File: config.mk
export PLATFORM = sky130hd
export DESIGN_NAME = multi_slot_event_timer
export DESIGN_NICKNAME = d
export VERILOG_FILES = /design/src/mset_pkg.sv /design/src/mset_ram.sv /design/src/mset_alloc.sv /design/src/multi_slot_event_timer.sv
export SDC_FILE = /design/constraint.sdc
export NUM_CORES = 2
export LEC_CHECK = 0
export ABC_CLOCK_PERIOD_IN_PS = 14400
export BUFFER_PORTS_ARGS = -buffer_cell sky130_fd_sc_hd__buf_2
export CORE_MARGIN = 3
export CORE_UTILIZATION = 60
export CTS_BUF_LIST = sky130_fd_sc_hd__clkbuf_8 sky130_fd_sc_hd__clkbuf_16
export CTS_CLUSTER_DIAMETER = 100
export CTS_CLUSTER_SIZE = 10
export DETAILED_ROUTE_END_ITERATION = 16
export PLACE_DENSITY = 0.76
export SYNTH_ARGS = -nofsm -noshare
export SYNTH_HDL_FRONTEND = slang
export SYNTH_HIERARCHICAL = 1
export SYNTH_SLANG_ARGS = --single-unit
File: constraint.sdc
create_clock -name clk -period 14.4 [get_ports clk]
set_clock_uncertainty 0.1 [all_clocks]
set_input_delay 2.16 -clock clk [delete_from_list [all_inputs] [get_ports clk]]
set_output_delay 2.16 -clock clk [all_outputs]
set_load 0.01 [all_outputs]
File: src/mset_pkg.sv
// ----------------------------------------------------------------------------
// mset_pkg
// Shared types and constants for the multi-slot event timer.
// ----------------------------------------------------------------------------
package mset_pkg;

	localparam int NUM_SLOTS_DEF = 16;
	localparam int TMR_W         = 32;
	localparam int RES_SLOT_W    = 5;
	localparam int MAX_RESULTS   = 16;
	localparam int CNT_W         = $clog2(MAX_RESULTS + 1);

	typedef logic [RES_SLOT_W-1:0] res_slot_t;
	typedef logic [TMR_W-1:0]      tmr_t;

	typedef enum logic [1:0] {
		REQ_TICK  = 2'd0,
		REQ_CONN  = 2'd1,
		REQ_START = 2'd2,
		REQ_STOP  = 2'd3
	} req_t;

	typedef enum logic [2:0] {
		S_IDLE,
		S_TICK_RD,
		S_TICK_EX,
		S_FLUSH,
		S_CONN,
		S_OP_RD,
		S_OP_EX
	} state_t;

endpackage

File: src/mset_ram.sv
// ----------------------------------------------------------------------------
// mset_ram
// Generic single-write, single-read RAM with a registered, enabled read.
// ----------------------------------------------------------------------------
module mset_ram #(
	parameter  int WIDTH = 32,
	parameter  int DEPTH = 16,
	localparam int AW    = (DEPTH > 1) ? $clog2(DEPTH) : 1
) (
	input  logic             clk,
	input  logic             we,
	input  logic [AW-1:0]    waddr,
	input  logic [WIDTH-1:0] wdata,
	input  logic             re,
	input  logic [AW-1:0]    raddr,
	output logic [WIDTH-1:0] rdata
);

	logic [WIDTH-1:0] mem [DEPTH];

	always_ff @(posedge clk) begin
		if (we) begin
			mem[waddr] <= wdata;
		end
		if (re) begin
			rdata <= mem[raddr];
		end
	end

endmodule

File: src/mset_alloc.sv
// ----------------------------------------------------------------------------
// mset_alloc
// Finds the lowest-numbered free slot for a connect request.
// ----------------------------------------------------------------------------
module mset_alloc #(
	parameter  int NUM_SLOTS = 16,
	localparam int SW        = (NUM_SLOTS > 1) ? $clog2(NUM_SLOTS) : 1
) (
	input  logic [NUM_SLOTS-1:0] used,
	output logic                 found,
	output logic [SW-1:0]        idx
);

	always_comb begin
		found = 1'b0;
		idx   = '0;
		// scan downward so the lowest free slot wins
		for (int i = NUM_SLOTS - 1; i >= 0; i--) begin
			if (!used[i]) begin
				found = 1'b1;
				idx   = SW'(i);
			end
		end
	end

endmodule

File: src/multi_slot_event_timer.sv
// ----------------------------------------------------------------------------
// multi_slot_event_timer
// Bank of one-shot / periodic timer slots; counts and reload values in RAM.
// ----------------------------------------------------------------------------
//  channel | signals                                   | handshake
//  --------+-------------------------------------------+----------------------
//  in      | req_type, slot_id, interval, periodic     | in_valid / in_ready
//  out     | result_slot, fired, last                  | out_valid / out_ready
//
//  Sequencing: one item at a time. A tick passes the accept state, a read
//  state per slot, an execute state per armed slot (decrement and write
//  back after the RAM read), then a flush state. Connect passes the accept
//  and connect states; start and stop read the reload value before the write.
//  Reset: slot flags clear at once; the RAMs need no clearing pass, every
//  entry is written before its value is used.
//  Stalls: a full output register holds the walk where the next result waits.
// ----------------------------------------------------------------------------
module multi_slot_event_timer #(
	parameter  int NUM_SLOTS = mset_pkg::NUM_SLOTS_DEF,
	localparam int SW        = (NUM_SLOTS > 1) ? $clog2(NUM_SLOTS) : 1
) (
	input  logic                          clk,
	input  logic                          arst_n,
	input  logic                          in_valid,
	output logic                          in_ready,
	input  logic [1:0]                    req_type,
	input  logic [7:0]                    slot_id,
	input  logic [31:0]                   interval,
	input  logic                          periodic,
	output logic                          out_valid,
	input  logic                          out_ready,
	output logic [mset_pkg::RES_SLOT_W-1:0] result_slot,
	output logic                          fired,
	output logic                          last
);

	import mset_pkg::*;

	state_t               state_q, state_d;
	logic [SW-1:0]        slot_idx_q;
	logic [CNT_W-1:0]     cnt_q;
	logic                 pend_valid_q;
	res_slot_t            pend_slot_q;
	logic [NUM_SLOTS-1:0] conn_q, act_q, perd_q;

	req_t                 req_q;
	logic [7:0]           sid_q;
	tmr_t                 ivl_q;
	logic                 mode_q;

	logic                 out_valid_q, fired_q, last_q;
	res_slot_t            res_slot_q;

	// RAM ports
	logic                 rem_re, rem_we, rld_re, rld_we;
	logic [SW-1:0]        raddr, rem_waddr, rld_waddr;
	tmr_t                 rem_wdata, rld_wdata, rem_rdata, rld_rdata;

	logic                 free_found;
	logic [SW-1:0]        free_idx;

	logic                 can_push, last_slot, armed, expire, record, ex_stall;
	logic                 id_ok, op_ok;
	logic [SW-1:0]        op_idx;
	logic [SW:0]          walk_id, conn_id;
	tmr_t                 rem_dec;
	logic                 push, push_fired, push_last;
	res_slot_t            push_slot;

	mset_alloc #(.NUM_SLOTS(NUM_SLOTS)) u_alloc (
		.used  (conn_q),
		.found (free_found),
		.idx   (free_idx)
	);

	mset_ram #(.WIDTH(TMR_W), .DEPTH(NUM_SLOTS)) u_rem_ram (
		.clk   (clk),
		.we    (rem_we),
		.waddr (rem_waddr),
		.wdata (rem_wdata),
		.re    (rem_re),
		.raddr (raddr),
		.rdata (rem_rdata)
	);

	mset_ram #(.WIDTH(TMR_W), .DEPTH(NUM_SLOTS)) u_rld_ram (
		.clk   (clk),
		.we    (rld_we),
		.waddr (rld_waddr),
		.wdata (rld_wdata),
		.re    (rld_re),
		.raddr (raddr),
		.rdata (rld_rdata)
	);

	assign can_push  = !out_valid_q || out_ready;
	assign last_slot = (slot_idx_q == SW'(NUM_SLOTS - 1));
	assign armed     = conn_q[slot_idx_q] && act_q[slot_idx_q];
	assign rem_dec   = rem_rdata - tmr_t'(1);
	assign expire    = (rem_rdata == tmr_t'(1));
	assign record    = expire && (cnt_q < CNT_W'(MAX_RESULTS));
	// a new expiry pushes the previous one out; wait if output is occupied
	assign ex_stall  = record && pend_valid_q && !can_push;
	assign id_ok     = (sid_q != 8'd0) && (sid_q <= 8'(NUM_SLOTS));
	assign op_idx    = SW'(sid_q - 8'd1);
	assign op_ok     = id_ok && conn_q[op_idx];
	assign walk_id   = (SW+1)'(slot_idx_q) + (SW+1)'(1);
	assign conn_id   = (SW+1)'(free_idx) + (SW+1)'(1);

	// next state
	always_comb begin
		state_d = state_q;
		unique case (state_q)
			S_IDLE: begin
				if (in_valid) begin
					unique case (req_t'(req_type))
						REQ_TICK:             state_d = S_TICK_RD;
						REQ_CONN:             state_d = S_CONN;
						REQ_START, REQ_STOP:  state_d = S_OP_RD;
					endcase
				end
			end
			S_TICK_RD: begin
				if (armed) begin
					state_d = S_TICK_EX;
				end else if (last_slot) begin
					state_d = S_FLUSH;
				end
			end
			S_TICK_EX: begin
				if (!ex_stall) begin
					state_d = last_slot ? S_FLUSH : S_TICK_RD;
				end
			end
			S_FLUSH, S_CONN, S_OP_EX: begin
				if (can_push) begin
					state_d = S_IDLE;
				end
			end
			S_OP_RD: state_d = S_OP_EX;
			default: state_d = S_IDLE;
		endcase
	end

	// outputs and RAM control
	always_comb begin
		in_ready   = (state_q == S_IDLE);
		rem_re     = 1'b0;
		rld_re     = 1'b0;
		raddr      = slot_idx_q;
		rem_we     = 1'b0;
		rem_waddr  = slot_idx_q;
		rem_wdata  = rem_dec;
		rld_we     = 1'b0;
		rld_waddr  = free_idx;
		rld_wdata  = ivl_q;
		push       = 1'b0;
		push_slot  = '0;
		push_fired = 1'b0;
		push_last  = 1'b1;
		unique case (state_q)
			S_TICK_RD: begin
				rem_re = armed;
				rld_re = armed;
			end
			S_TICK_EX: begin
				if (!ex_stall) begin
					rem_we     = 1'b1;
					rem_wdata  = (expire && perd_q[slot_idx_q]) ? rld_rdata : rem_dec;
					push       = record && pend_valid_q;
					push_slot  = pend_slot_q;
					push_fired = 1'b1;
					push_last  = 1'b0;
				end
			end
			S_FLUSH: begin
				push       = can_push;
				push_slot  = pend_valid_q ? pend_slot_q : '0;
				push_fired = pend_valid_q;
			end
			S_CONN: begin
				if (can_push) begin
					push      = 1'b1;
					push_slot = free_found ? res_slot_t'(conn_id) : '0;
					rem_we    = free_found;
					rem_waddr = free_idx;
					rem_wdata = mode_q ? ivl_q : '0;
					rld_we    = free_found;
				end
			end
			S_OP_RD: begin
				rld_re = 1'b1;
				raddr  = op_idx;
			end
			S_OP_EX: begin
				if (can_push) begin
					push      = 1'b1;
					rem_we    = op_ok;
					rem_waddr = op_idx;
					rem_wdata = (req_q == REQ_START) ? rld_rdata : '0;
				end
			end
			default: ;
		endcase
	end

	always_ff @(posedge clk or negedge arst_n) begin
		if (!arst_n) begin
			state_q      <= S_IDLE;
			out_valid_q  <= 1'b0;
			conn_q       <= '0;
			act_q        <= '0;
			perd_q       <= '0;
			cnt_q        <= '0;
			pend_valid_q <= 1'b0;
			slot_idx_q   <= '0;
		end else begin
			state_q <= state_d;
			if (push) begin
				out_valid_q <= 1'b1;
			end else if (out_ready) begin
				out_valid_q <= 1'b0;
			end
			unique case (state_q)
				S_IDLE: begin
					if (in_valid) begin
						slot_idx_q   <= '0;
						cnt_q        <= '0;
						pend_valid_q <= 1'b0;
					end
				end
				S_TICK_RD: begin
					if (!armed && !last_slot) begin
						slot_idx_q <= slot_idx_q + 1'b1;
					end
				end
				S_TICK_EX: begin
					if (!ex_stall) begin
						if (expire && !perd_q[slot_idx_q]) begin
							act_q[slot_idx_q] <= 1'b0;
						end
						if (record) begin
							pend_valid_q <= 1'b1;
							cnt_q        <= cnt_q + 1'b1;
						end
						if (!last_slot) begin
							slot_idx_q <= slot_idx_q + 1'b1;
						end
					end
				end
				S_CONN: begin
					if (can_push && free_found) begin
						conn_q[free_idx] <= 1'b1;
						perd_q[free_idx] <= mode_q;
						act_q[free_idx]  <= mode_q;
					end
				end
				S_OP_EX: begin
					if (can_push && op_ok) begin
						act_q[op_idx] <= (req_q == REQ_START);
					end
				end
				default: ;
			endcase
		end
	end

	// payload registers
	always_ff @(posedge clk) begin
		if (in_valid && in_ready) begin
			req_q  <= req_t'(req_type);
			sid_q  <= slot_id;
			ivl_q  <= interval;
			mode_q <= periodic;
		end
		if (state_q == S_TICK_EX && !ex_stall && record) begin
			pend_slot_q <= res_slot_t'(walk_id);
		end
		if (push) begin
			res_slot_q <= push_slot;
			fired_q    <= push_fired;
			last_q     <= push_last;
		end
	end

	assign out_valid   = out_valid_q;
	assign result_slot = res_slot_q;
	assign fired       = fired_q;
	assign last        = last_q;

`ifndef NO_ASSERTIONS
	a_act_needs_conn: assert property (@(posedge clk) disable iff (!arst_n)
		(act_q & ~conn_q) == '0)
		else $error("armed slot is not connected");

	a_cnt_cap: assert property (@(posedge clk) disable iff (!arst_n)
		cnt_q <= CNT_W'(MAX_RESULTS))
		else $error("expiry count above cap");

	a_plain_is_last: assert property (@(posedge clk) disable iff (!arst_n)
		out_valid && !fired |-> last)
		else $error("non-fired result not marked last");

	a_fired_id: assert property (@(posedge clk) disable iff (!arst_n)
		out_valid && fired && (NUM_SLOTS < 32) |-> result_slot != '0)
		else $error("fired result with slot id zero");
`endif

endmodule

Word-level counts from Yosys, hierarchy flattened
Memories as Yosys holds them, arrays and structs flattened. A register that Yosys moved wholly into a read port is not among the register bits.
Index checks and enable logic that the tools add are counted.
{"block": "totals", "ff_bits": 117, "mem_bits_rw": 1024, "in_bits": 47, "out_inout_bits": 9, "wordCells": 205, "memories": 2}
{"name": "u_rem_ram.mem", "words": 16, "word_bits": 32, "rd": 1, "rd_clocked_by_memory_dff": 1, "write_ports": 1, "line_no": "mset_ram.sv:19", "source": "logic [WIDTH-1:0] mem [DEPTH];"}
{"name": "u_rld_ram.mem", "words": 16, "word_bits": 32, "rd": 1, "rd_clocked_by_memory_dff": 1, "write_ports": 1, "line_no": "mset_ram.sv:19"}
{"block": "op_classes", "addsub": 6, "magnitude_cmp": 8, "eq_ne": 22, "mux": 109, "bitwise_logic": 3, "reduce_logical": 39}
{"op": "32-bit two-way mux", "count": 6}
{"op": "32-bit one-hot mux with 3 select lines", "count": 1}
{"op": "4-bit two-way mux", "count": 23}
{"op": "16-bit two-way mux", "count": 4}
{"op": "16-bit bitwise mux", "count": 3}
{"op": "16-bit one-hot mux with 3 select lines", "count": 1}
{"op": "1-bit two-way mux", "count": 40}
{"op": "5-bit two-way mux", "count": 7}
{"op": "32-bit by 1-bit equality test with 1-bit output, second input constant", "count": 1}
{"op": "32-bit by 1-bit subtractor with 32-bit output, second input constant", "count": 1}
{"op": "2-bit != test, second input constant", "count": 9}
{"op": "1-bit logical AND", "count": 17}
{"op": "16-bit bitwise AND", "count": 1}
{"op": "1-bit binary-select mux with 4-bit select", "count": 4}
{"op": "16-bit NOT", "count": 1}
{"op": "16-bit bitwise OR", "count": 1}
{"op": "4-bit by 5-bit less-than comparator with 1-bit output, second input constant", "count": 3}
{"op": "3-bit two-way mux", "count": 5}
{"op": "3-bit one-hot mux with 5 select lines", "count": 1}
{"op": "5-bit one-hot mux with 3 select lines", "count": 1}
{"op": "1-bit demux with 4-bit select", "count": 3}
{"op": "4-bit by 1-bit >= comparator with 1-bit output, second input constant", "count": 3}
{"op": "4-bit one-hot mux with 3 select lines", "count": 1}
{"op": "4-bit by 1-bit adder with 5-bit output, second input constant", "count": 2}
{"op": "30 further kinds", "count": 48}

Depth between registers and ports, before layout
{"block": "logic_depth", "ltp_word": 23, "depth_mapped": 12, "depth_no_buf": 11}

By module
Netlist, hierarchy kept.
{"mod": "mset_ram", "instances": 2, "cells_each": 838, "area_each_um2": 20155.6, "seq_area_each_um2": 16335.7}
{"mod": "multi_slot_event_timer", "instances": 1, "cells_each": 859, "area_each_um2": 7791.2, "seq_area_each_um2": 3203.1}
{"mod": "mset_alloc", "instances": 1, "cells_each": 34, "area_each_um2": 166.4, "seq_area_each_um2": 0.0}

Worst setup path before layout
No wires, ideal clock.
{"block": "synth_timing", "kind": "input to register", "from": "input port out_ready", "to": "memory u_rem_ram.mem[0][0], enable pin", "setup_ps": 461, "arrival_time_ps": 5942, "required_ps": 13839, "slack_ps": 7897, "cell_stages": 8, "n_path_buf": 2, "path_cell_list": "nand2b_1 clkbuf_1 clkbuf_1 nand2_1 nand2_1 o21ai_0 or3b_2 nor3_1"}
{"element": "from (decl)", "line_no": "multi_slot_event_timer.sv:31", "source": "input logic out_ready,"}
{"element": "1-bit logical OR *", "line_no": "multi_slot_event_timer.sv:96", "source": "assign can_push = !out_valid_q || out_ready;"}
{"element": "4-bit two-way mux (on tied branches)", "line_no": "multi_slot_event_timer.sv:196, multi_slot_event_timer.sv:182"}
{"element": "4-bit one-hot mux with 2 select lines *", "line_no": "multi_slot_event_timer.sv:161", "source": "unique case (state_q)"}
{"element": "net rem_waddr[2]", "line_no": "multi_slot_event_timer.sv:56", "source": "logic [SW-1:0] raddr, rem_waddr, rld_waddr;"}
{"element": "to (decl)", "line_no": "mset_ram.sv:19"}
Mark *: on every way through the listed nets, which the timed path passes. The rest lies on a longest branch.

Final worst setup path
{"block": "layout_timing", "from": "register sid_q[0]", "to": "register u_rem_ram.rdata[27], read port of u_rem_ram.mem (data pin)"}
{"block": "layout_between", "elab_chain_len": 2}
{"element": "from (decl)", "line_no": "multi_slot_event_timer.sv:47", "source": "logic [7:0] sid_q;"}
{"element": "from (signal assigned)", "line_no": "multi_slot_event_timer.sv:272", "source": "sid_q <= slot_id;"}
{"element": "4-bit by 1-bit subtractor with 4-bit output", "line_no": "multi_slot_event_timer.sv:105", "source": "assign op_idx = SW'(sid_q - 8'd1);"}
{"element": "4-bit two-way mux", "line_no": "multi_slot_event_timer.sv:161"}
{"element": "net raddr[1]", "line_no": "multi_slot_event_timer.sv:56"}
{"element": "to (decl)", "line_no": "mset_ram.sv:16", "source": "output logic [WIDTH-1:0] rdata"}
The timed path passes the listed nets, and every way through them passes these cells.
A chain may end at the register's enable or synchronous reset.

==> PnR_summary.wiki <==
{| class="wikitable"
! Metric !! Value
|-
| Clock transition at the register clock pins on the worst setup and hold paths after CTS || 0.05 ns
|-
| Vias in the first global route || 26.34k
|-
| Syn Inst Count || 2569
|-
| Starting density of the core || 0.6080
|-
| Half-perimeter wire length of the detailed placement result || 64.59 mm
|-
| Crit path required time || 14.72 ns
|-
| IR Drop Worst-Case VDD || 0.0002123 V
|-
| Worst max-slew margin expressed relative to the limit || 0.09015
|-
| Actual transition at the worst max-transition pin || 1.365 ns
|-
| Type of the worst setup path || reg -> reg
|-
| First-pass GRT wire length || 172.9 mm
|-
| Number of enable-type register cells in the synthesized netlist || 1143
|-
| Flops & latches, synth || 1205
|-
| Clock insertion delay at the later pin of the skew report || 0.73 ns
|-
| Ratio of final minimum period to clock period || 0.3623
|-
| FFs w/ async S/R, synth || 0.05145
|-
| Worst-path maximum fanout || 76
|-
| Sequential cell area fraction in the yosys report || 0.7432
|-
| Top-count cell post-synth || sky130_fd_sc_hd__edfxtp_1
|-
| Clock buffers created by TritonCTS || 138
|-
| Library cell used as clock root buffer || sky130_fd_sc_hd__clkbuf_16
|-
| Global Route met2 Usage || 0.4330
|-
| Minimum setup slack after placement || 8.862 ns
|-
| Total of cells resized after clock tree synthesis || 0
|-
| Achievable Freq || 191.7 MHz
|-
| Fraction of post-synthesis cell area in the top cell type by area || 0.7111
|-
| Chip width || 289.6 µm
|-
| Critical Path Most Common Cell || sky130_fd_sc_hd__buf_4
|-
| Tot GR Track Use || 0.2833
|-
| Floorplan row count || 103
|-
| Cell area after layout || 53850 µm²
|-
| Prevailing post-synth register cell || sky130_fd_sc_hd__edfxtp_1
|-
| Number of fill cells in the layout || 4878
|-
| Ys Warns || 6
|-
| Core area || 79390 µm²
|-
| Drt first-iter violations || 3470
|-
| Area growth from synthesis to layout || 11.57%
|-
| Distinct cell type count after synthesis || 66
|-
| Total global routing overflow || 0
|-
| DP Area || 50020 µm²
|-
| Vias || 25.89k
|-
| Detailed-route wire length per cell || 30.52 µm
|-
| Run status || complete, no violations
|-
| # diodes || 0
|-
| Fraction of layout cells with a size suffix above 1 || 0.2281
|-
| Pre-antenna DRT Iters || 7
|-
| Setup TNS || 0 ns
|-
| Number of DRC violations after detailed routing || 0
|-
| LEAKAGE || 17.32 nW
|-
| Post-DR vias/cell || 6.879
|-
| Number of setup violations in the final report || 0
|-
| Pin count of the biggest net entering global routing || 119
|-
| Number of nets in the synthesized netlist || 2632
|-
| Hold slack || 0.3954 ns
|-
| Die Footprint || 83890 µm²
|-
| Number of top-level pins || 56
|-
| Final routed wirelength across all metal layers || 114.9 mm
|-
| Final WS setup || 9.182 ns
|-
| Final RePlAce weighted congestion || 0.9015
|-
| Final hold violation count || 0
|-
| Hold_buf cts || 0
|-
| Min Tclk post-route || 5.218 ns
|-
| GR Util met1 || 0.4212
|-
| Buffer count from post-CTS setup fixing || 0
|-
| CP peak stage delay || 0.94 ns
|-
| Chip Height || 289.6 µm
|-
| Initial antenna violation count || 0
|-
| Number of H-tree levels || 4
|-
| Commonest cells post-synth || 1143 x sky130_fd_sc_hd__edfxtp_1, 264 x sky130_fd_sc_hd__mux4_2, 172 x sky130_fd_sc_hd__nand2_1
|-
| Count of nets after finishing || 2747
|-
| Clock tree from TritonCTS || built
|-
| Worst endpoint data arrival time || 5.54 ns
|-
| Chain of cells forming the critical path || inv_1, ha_1, o21ai_4, buf_4, buf_4, mux4_2, a22oi_1, nand2_1
|-
| Startpoint type of the worst setup path || flip-flop
|-
| Setup repair after global routing missed its margin || false
|-
| Worst-path cell with the longest stage delay || sky130_fd_sc_hd__buf_4
|-
| Busiest grt layer || met2
|-
| GR met3 Demand/Resource || 0.05796
|-
| Syn avg cell area || 18.79 µm²
|-
| I/O Buffers || 55
|-
| Endpoint kind of the worst setup timing path || flip-flop
|-
| TritonCTS Sinks || 1205
|-
| Final Max Slew Viols || 0
|-
| Max_cap viols || 0
|-
| Post-synthesis cell type with the largest combined area || sky130_fd_sc_hd__edfxtp_1
|-
| Maximum clock path buffer count || 3
|-
| Mapped cell area || 48270 µm²
|-
| Min-delay worst type || reg -> reg
|-
| Antenna-violating nets left || 0
|-
| Cell area power density || 198.3 nW/µm²
|-
| Leading post-synthesis cells by cell area || sky130_fd_sc_hd__edfxtp_1 71%, sky130_fd_sc_hd__mux4_2 12%, sky130_fd_sc_hd__dfrtp_1 3.2%
|}
[per-stage QoR]
| step | power (W) | instances | utilization |
|---|---|---|---|
| 3_5_place_dp | 0.007624 | 3593 | 0.6301 |
| 2_1_floorplan | 0.006690 | 2569 | - |
| 4_1_cts | 0.01070 | 3763 | 0.6780 |
| 5_1_grt | 0.01108 | 3764 | 0.6784 |
| 6_report | 0.01068 | 3764 | 0.6784 |
| 3_3_place_gp | 0.007522 | 3593 | 0.6301 |
[metal layers]
metal / wire, µm / part of all wire
met5: 0 / 0
met1: 45420 / 0.40
met2: 54900 / 0.48
met3: 11610 / 0.10
met4: 2961 / 0.026
[final cells by class]
type                            instances  area (µm²)  area share
Timing Repair Buffer                  123       810.8     0.01506
Clock inverter                         32       351.6    0.006529
Multi-Input combinational cell       1188       11940      0.2218
Clock buffer                          138        3453     0.06413
Sequential cell                      1205       35870      0.6662
Inverter                               28       105.1    0.001952
Tap cell                             1050        1314     0.02440
[power by group]
part / switching, W / leakage (nW) / internal, W
logic: 0.00174 / 4.25 / 0.00114
clock network: 0.00132 / 1.91 / 0.00172
registers: 0.000259 / 11.2 / 0.00450
total: 0.00332 / 17.3 / 0.00736
[cells by family after synthesis]
| group | count (synthesis) | share of synthesized area |
|---|---|---|
| AND/OR/NAND/NOR | 432 | 0.04176 |
| XOR/XNOR | 33 | 0.005988 |
| flip-flops | 1205 | 0.7432 |
| multiplexers | 321 | 0.1355 |
| buffers and inverters | 176 | 0.01597 |
| adder cells (fa/ha/maj) | 16 | 0.004147 |
| AO/OA/AOI/OAI | 386 | 0.05340 |
[worst max-delay path, delay by kind of cell (launching register included)]
kind | cells | cell delay, ns
buf+inv | 3 | 1.82
compound gates | 2 | 0.97
flops | 1 | 0.80
fa+ha+maj | 1 | 0.54
mux | 1 | 0.42
simple gates | 1 | 0.15
[path summary, 6_finish.rpt]
kind / start / to / slack, ns / cells after the start
setup / recovery: sid_q[0] / u_rem_ram/rdata[27] / 9.18 / 8
hold / removal: cnt_q[2] / cnt_q[2] / 0.40 / 1
setup reg to reg: sid_q[0] / u_rem_ram/rdata[27] / 9.18 / 8
hold reg to reg: cnt_q[2] / cnt_q[2] / 0.40 / 1
max in group asynchronous: arst_n / cnt_q[2] / 12.13 / 2
min in group asynchronous: arst_n / act_q[1] / 1.52 / 2
[registers in the layout, indices dropped and copies added (netlist names), 8 cells and up]
register	count
perd_q	16
act_q	16
u_rld_ram/rdata	32
u_rem_ram/mem	512
conn_q	16
ivl_q	32
u_rem_ram/rdata	32
u_rld_ram/mem	512
sid_q	8
[cells in the final DEF (no fill, tap or decap), types with 22 or more instances in the layout]
master | Yosys | final
sky130_fd_sc_hd__clkbuf_16 | 0 | 138
sky130_fd_sc_hd__nand2b_1 | 25 | 25
sky130_fd_sc_hd__a31oi_1 | 22 | 22
sky130_fd_sc_hd__edfxtp_1 | 1143 | 1143
sky130_fd_sc_hd__a21oi_1 | 52 | 52
sky130_fd_sc_hd__mux2i_1 | 37 | 37
sky130_fd_sc_hd__dfrtp_1 | 62 | 62
sky130_fd_sc_hd__nor2_4 | 0 | 26
sky130_fd_sc_hd__buf_4 | 19 | 66
sky130_fd_sc_hd__a22oi_1 | 130 | 130
sky130_fd_sc_hd__nand2_1 | 172 | 172
sky130_fd_sc_hd__nand3_1 | 45 | 45
sky130_fd_sc_hd__inv_1 | 27 | 42
sky130_fd_sc_hd__o21ai_0 | 83 | 79
sky130_fd_sc_hd__nor2_1 | 95 | 69
sky130_fd_sc_hd__mux4_2 | 264 | 264
sky130_fd_sc_hd__buf_2 | 19 | 55
Power figures use the tool's default switching activity.
